[config.mk]
export PLATFORM = sky130hd
export DESIGN_NAME = masked_byte_pattern_match_counter
export DESIGN_NICKNAME = d
export VERILOG_FILES = /design/src/rtl/mbpm_pkg.sv /design/src/rtl/masked_byte_pattern_match_counter.sv /design/src/rtl/mbpm_cell.sv
export SDC_FILE = /design/constraint.sdc
export NUM_CORES = 1
export LEC_CHECK = 0
export BUFFER_PORTS_ARGS = -buffer_cell sky130_fd_sc_hd__buf_4
export CAP_MARGIN = 20
export CORE_AREA = 2 2 304 186
export DETAILED_ROUTE_END_ITERATION = 7
export DIE_AREA = 0 0 306 188
export MAX_ROUTING_LAYER = met4
export PLACE_DENSITY = 0.78
export SLEW_MARGIN = 20
export SYNTH_ARGS = -nofsm -noshare
export SYNTH_HDL_FRONTEND = slang
export SYNTH_SLANG_ARGS = --single-unit
[constraint.sdc]
create_clock -name clk -period 2.9 [get_ports clk]
set_input_delay 0.145 -clock clk [delete_from_list [all_inputs] [get_ports clk]]
set_output_delay 0.145 -clock clk [all_outputs]
set_load 0.05 [all_outputs]
[src/rtl/mbpm_pkg.sv]
// ----------------------------------------------------------------------------
// mbpm_pkg
// Shared types and constants for the masked byte pattern match counter.
// ----------------------------------------------------------------------------
package mbpm_pkg;

    localparam logic       CMD_LOAD  = 1'b0;
    localparam logic       CMD_SCAN  = 1'b1;
    localparam logic [1:0] HIT_LIMIT = 2'd2;

    typedef struct packed {
        logic       cmd;
        logic [7:0] value;
        logic       care;
        logic       last;
    } mbpm_in_t;

    typedef struct packed {
        logic [1:0] status;
        logic [1:0] match_count;
    } mbpm_out_t;

    // per-transaction controls broadcast to every cell
    typedef struct packed {
        logic load;   // pattern byte accepted
        logic scan;   // data byte accepted
        logic flush;  // end of scan: drop partial matches
        logic last;   // final byte of pattern or scan
    } mbpm_ctl_t;

endpackage

[src/rtl/masked_byte_pattern_match_counter.sv]
// ----------------------------------------------------------------------------
// masked_byte_pattern_match_counter
// Throughput: one transaction per cycle, pattern or data bytes alike, while no unaccepted status holds the input.
// Output: the status appears registered in the cycle after the final data byte.
// Each cell compares against the broadcast data byte; partial matches ripple.
// Reset: no pattern, window empty, no hits; pattern storage is unset.
// ----------------------------------------------------------------------------
module masked_byte_pattern_match_counter #(
    parameter int MAX_PATTERN = 64
) (
    input  logic                clk,
    input  logic                rst_n,
    input  logic                in_valid,
    output logic                in_ready,
    input  mbpm_pkg::mbpm_in_t  in_data,
    output logic                out_valid,
    input  logic                out_ready,
    output mbpm_pkg::mbpm_out_t out_data
);
    import mbpm_pkg::*;

    localparam int LIDX_W = $clog2(MAX_PATTERN + 1);
    localparam logic [LIDX_W-1:0] MAX_IDX  = LIDX_W'(MAX_PATTERN);
    localparam logic [LIDX_W-1:0] LAST_IDX = LIDX_W'(MAX_PATTERN - 1);

    logic                   accept;
    mbpm_ctl_t              ctl;
    logic [LIDX_W-1:0]      load_idx_reg;
    logic [LIDX_W-1:0]      load_idx_next;
    logic [LIDX_W-1:0]      last_pos;
    logic [1:0]             hits_reg;
    logic [1:0]             hits_next;
    logic [1:0]             hits_now;
    logic                   out_valid_reg;
    logic                   out_valid_next;
    mbpm_out_t              out_data_reg;
    logic [MAX_PATTERN:0]   chain;
    logic [MAX_PATTERN-1:0] cell_match;
    logic                   any_match;

    assign in_ready = !out_valid_reg || out_ready;
    assign accept   = in_valid && in_ready;

    assign ctl.load  = accept && (in_data.cmd == CMD_LOAD);
    assign ctl.scan  = accept && (in_data.cmd == CMD_SCAN);
    assign ctl.flush = ctl.scan && in_data.last;
    assign ctl.last  = in_data.last;

    assign last_pos = (load_idx_reg < MAX_IDX) ? load_idx_reg : LAST_IDX;

    assign chain[0] = 1'b1;

    for (genvar k = 0; k < MAX_PATTERN; k++)
    begin : g_cell
        mbpm_cell #(
            .IDX   (k),
            .IDX_W (LIDX_W)
        ) u_cell (
            .clk      (clk),
            .rst_n    (rst_n),
            .ctl      (ctl),
            .value    (in_data.value),
            .care     (in_data.care),
            .load_idx (load_idx_reg),
            .last_pos (last_pos),
            .prev_hit (chain[k]),
            .hit      (chain[k+1]),
            .match    (cell_match[k])
        );
    end

    assign any_match = |cell_match;

    always_comb
    begin
        load_idx_next = load_idx_reg;
        if (ctl.load)
        begin
            if (in_data.last)
            begin
                load_idx_next = '0;
            end
            else if (load_idx_reg < MAX_IDX)
            begin
                load_idx_next = load_idx_reg + LIDX_W'(1);
            end
        end
    end

    always_comb
    begin
        hits_now = hits_reg;
        if (any_match && (hits_reg < HIT_LIMIT))
        begin
            hits_now = hits_reg + 2'd1;
        end
    end

    always_comb
    begin
        hits_next = hits_reg;
        if (ctl.load || ctl.flush)
        begin
            hits_next = '0;
        end
        else if (ctl.scan)
        begin
            hits_next = hits_now;
        end
    end

    always_comb
    begin
        out_valid_next = out_valid_reg;
        if (ctl.flush)
        begin
            out_valid_next = 1'b1;
        end
        else if (out_ready)
        begin
            out_valid_next = 1'b0;
        end
    end

    always_ff @(posedge clk or negedge rst_n)
    begin
        if (!rst_n)
        begin
            load_idx_reg  <= '0;
            hits_reg      <= '0;
            out_valid_reg <= 1'b0;
        end
        else
        begin
            load_idx_reg  <= load_idx_next;
            hits_reg      <= hits_next;
            out_valid_reg <= out_valid_next;
        end
    end

    always_ff @(posedge clk)
    begin
        if (ctl.flush)
        begin
            out_data_reg.status      <= hits_now;
            out_data_reg.match_count <= hits_now;
        end
    end

    assign out_valid = out_valid_reg;
    assign out_data  = out_data_reg;

endmodule

[src/rtl/mbpm_cell.sv]
// ----------------------------------------------------------------------------
// mbpm_cell
// One pattern position: holds its pattern byte and care bit, and the partial
// match flag handed on to the next position each data cycle.
// ----------------------------------------------------------------------------
module mbpm_cell #(
    parameter int IDX   = 0,
    parameter int IDX_W = 7
) (
    input  logic               clk,
    input  logic               rst_n,
    input  mbpm_pkg::mbpm_ctl_t ctl,
    input  logic [7:0]         value,
    input  logic               care,
    input  logic [IDX_W-1:0]   load_idx,
    input  logic [IDX_W-1:0]   last_pos,
    input  logic               prev_hit,
    output logic               hit,
    output logic               match
);
    import mbpm_pkg::*;

    localparam logic [IDX_W-1:0] MY_IDX = IDX_W'(IDX);

    logic [7:0] pat_reg;
    logic       care_reg;
    logic       hit_reg;
    logic       hit_next;
    logic       tail_reg;
    logic       tail_next;
    logic       byte_ok;

    assign byte_ok = !care_reg || (value == pat_reg);

    always_comb
    begin
        hit_next = hit_reg;
        if (ctl.load || ctl.flush)
        begin
            hit_next = 1'b0;
        end
        else if (ctl.scan)
        begin
            hit_next = prev_hit && byte_ok;
        end
    end

    always_comb
    begin
        tail_next = tail_reg;
        if (ctl.load)
        begin
            tail_next = ctl.last && (last_pos == MY_IDX);
        end
    end

    always_ff @(posedge clk or negedge rst_n)
    begin
        if (!rst_n)
        begin
            hit_reg  <= 1'b0;
            tail_reg <= 1'b0;
        end
        else
        begin
            hit_reg  <= hit_next;
            tail_reg <= tail_next;
        end
    end

    always_ff @(posedge clk)
    begin
        if (ctl.load && (load_idx == MY_IDX))
        begin
            pat_reg  <= value;
            care_reg <= care;
        end
    end

    assign hit   = hit_reg;
    assign match = tail_reg && ctl.scan && prev_hit && byte_ok;

endmodule

==> metrics.txt <==
Antenna Cells=0; Largest register FFs=between 500 and 600; leakage=11.4 nW; Slew Limit Fails=0; global-route wire length before repair=107 mm; max-cap check violation count=0; Initial DRT Pass Iterations=6; die area=between 50000 and 60000 um^2; DRC Markers=0; most common cell after layout, fill and taps aside=edfxtp_1; HP Class=input pin to flop; TritonCTS clock tree=done; worst vdd ir=0.479 mV; Clock Skew=0.0327 ns; DR vias=~17k; I/O pin count=21; f_max=363 MHz; post-DR wirelength/cell=23.7 um; Hold Fails Final Rpt=0; initial antenna violation count=1; Clock transition at path regs=0.07 ns; crit path max fanout=24; commonest cells after routing, fill and taps aside=578 x edfxtp_1, 512 x xnor2_1, 219 x buf_4; Final setup viols=0; CTS Buf Count=58; fin util=a little over three fifths; Die Ht=188 um; Num Clock Sinks=between 700 and 800; Distinct cells, synth=42; Final Cycle Share=between 90% and 100%; register area share after synthesis=69.8%; Hold Path Origin=in_valid; Die X=306 um; layout cells sized above 1=16.3%; # nets final=between 2k and 2.5k; Worst Path Arrival=3.12 ns; Slew HR=about 31%; Cells after Synth=1944; final critical-path required period=2.75 ns; Worst-Margin Slew=1.03 ns; RePlAce Congestion=0.964; largest net degree at the start of global routing=just under 80; syn_area_per_cell=15.3 um^2; CORE AREA=54900 um^2; crit path capture type=flop; r2r startpoint=load_idx_reg[2]; starting DRC count in detailed routing=2341; via-per-instance ratio=5.90; status=completed; Starting Density=54.2%; port buffer count=20; Mapped Nets=1963; Area Growth Syn to Fin=15.2%; antenna viol nets, final=0; Setup TNS Final=0 ns; Max Root-Sink Buffers=3; FP Rows=67; clock root buffer=clkbuf_16; RSZ-0062 raised after global routing=false; count of warnings emitted by yosys=0; total track usage=25.4%; total wire length=around 70 mm; number of synthesized register bits=715; startpoint types=input pin; dpl hpwl=46.9 mm; worst setup path start=in_data[4]; power density over the cells=~610 nW/um^2; Crit Path Class=input pin to flop; grt total ovfl=0; CTS H-tree depth=2; vias in the first global route=17.4k; Clock Latency Late Sink=between 0.6 and 0.7 ns; synthesized area=29800 um^2; CP Data Required Time=3.26 ns
-- through the flow --
step / hold slack, ns / setup WS, ns / area [um^2] / std cells / power (W)
2_1_floorplan: -0.151 / 0.0855 / 29800 / 1944 / 0.0124
3_3_place_gp: 0.216 / 0.00796 / 32300 / 2832 / 0.0131
3_5_place_dp: 0.229 / 0.0737 / 32300 / 2832 / 0.0131
4_1_cts: 0.0793 / 0.0746 / 34300 / 2952 / 0.0210
5_1_grt: 0.123 / 0.0171 / 34300 / 2952 / 0.0215
6_report: 0.0982 / 0.145 / 34300 / 2952 / 0.0210
-- critical path, stage by stage --
cell and delay, ns:
dlygate4sd3_1 0.55, buf_6 0.17, buf_12 0.16, buf_4 0.17
xnor2_1 0.13, nand4_1 0.14, o21ai_0 0.16, a32o_1 0.31
nor4_2 0.38, and4_1 0.31, a31oi_2 0.13, nor2b_1 0.18
xor2_1 0.15
-- Yosys cell counts --
master     number  area, um^2
edfxtp_1      578       17400
nand2b_1        5        31.3
o21ai_0        84         420
a31oi_1         1        6.26
buf_6          36         405
o2111ai_1       1        8.76
or3_1           6        37.5
nand3_1        37         185
a41oi_1         2        17.5
buf_1           5        18.8
a32o_1         76         761
inv_1           4        15.0
xnor2_1       512        4480
nor2b_1         4        25.0
buf_8          13         195
xor2_1          1        8.76
o21bai_1        1        7.51
or4_1           1        7.51
nand2_1        75         282
o211ai_1        1        7.51
ha_1            4        50.1
nand4_1       136         851
a22o_1         25         219
clkbuf_1       33         124
nor4_1          7        43.8
nand3b_1        1        7.51
mux2i_1         1        10.0
nor4_2          1        12.5
nor2_1         82         308
and2_1         16         100
nor3_1          8        40.0
and3_1          1        6.26
a32oi_1         1        8.76
buf_4           8        60.1
dfrtp_1       137        3430
a21o_1          1        7.51
and4_1          1        8.76
a21oi_1         6        30.0
o21ai_1        27         135
a22oi_1         1        7.51
o22ai_1         3        18.8
buf_12          1        20.0
-- timing repair --
item                                   in CTS  in global routing
endpoints found under the hold margin     112                  0
buffers inserted                            0                  0
hold buffers                               12                  0
resized for setup                           0                  5
setup endpoints to repair                   0                  1
-- power breakdown --
part           internal, W  switching (W)
Sequential          0.0112      0.0000827
Combinational     0.000616        0.00107
Clock              0.00438        0.00363
-- layer usage --
metal	share of wire [%]	global-route usage, %	up-vias	wire [um]
li1	-	-	7673	-
met1	44	37.6	8825	30900
met2	42	34.2	805	29300
met3	12	8.62	115	8430
met4	1.7	4.76	0	1210
met5	0	-	-	0
-- path summary, 6_finish.rpt --
kind	to	slack, ns	cells after the start
min in group asynchronous	g_cell[38].u_cell.hit	0.19	2
worst max register to register	g_cell[2].u_cell.pat_reg[5]	0.21	4
worst max-delay path	out_data[0]	0.15	13
max in group asynchronous	g_cell[60].u_cell.hit	1.74	3
worst min-delay path	g_cell[10].u_cell.tail_reg	0.1	5
worst min register to register	g_cell[54].u_cell.tail_reg	0.48	2
-- area by class of cell --
| class | instances | area, um^2 |
|---|---|---|
| Clock buffer | 80 | 1630 |
| Clock inverter | 28 | 283 |
| Fill cell | 3917 | 20600 |
| Inverter | 4 | 15.0 |
| Multi-Input combinational cell | 1129 | 8190 |
| Sequential cell | 715 | 20800 |
| Tap cell | 724 | 906 |
| Timing Repair Buffer | 272 | 2510 |
-- cell families (layout without fill, tap and decap cells) --
family | Yosys count | after routing | synth area share [%]
muxes | 1 | 1 | 0.0336
xor gates and xnor gates | 513 | 513 | 15.1
DFF | 715 | 715 | 69.8
adders and majority gates | 4 | 4 | 0.168
AOI/OAI and AO/OA | 230 | 230 | 5.56
buffers and inverters | 100 | 384 | 2.82
and+or+nand+nor | 381 | 381 | 6.53
No activity file was read; power rests on OpenSTA's default activity.
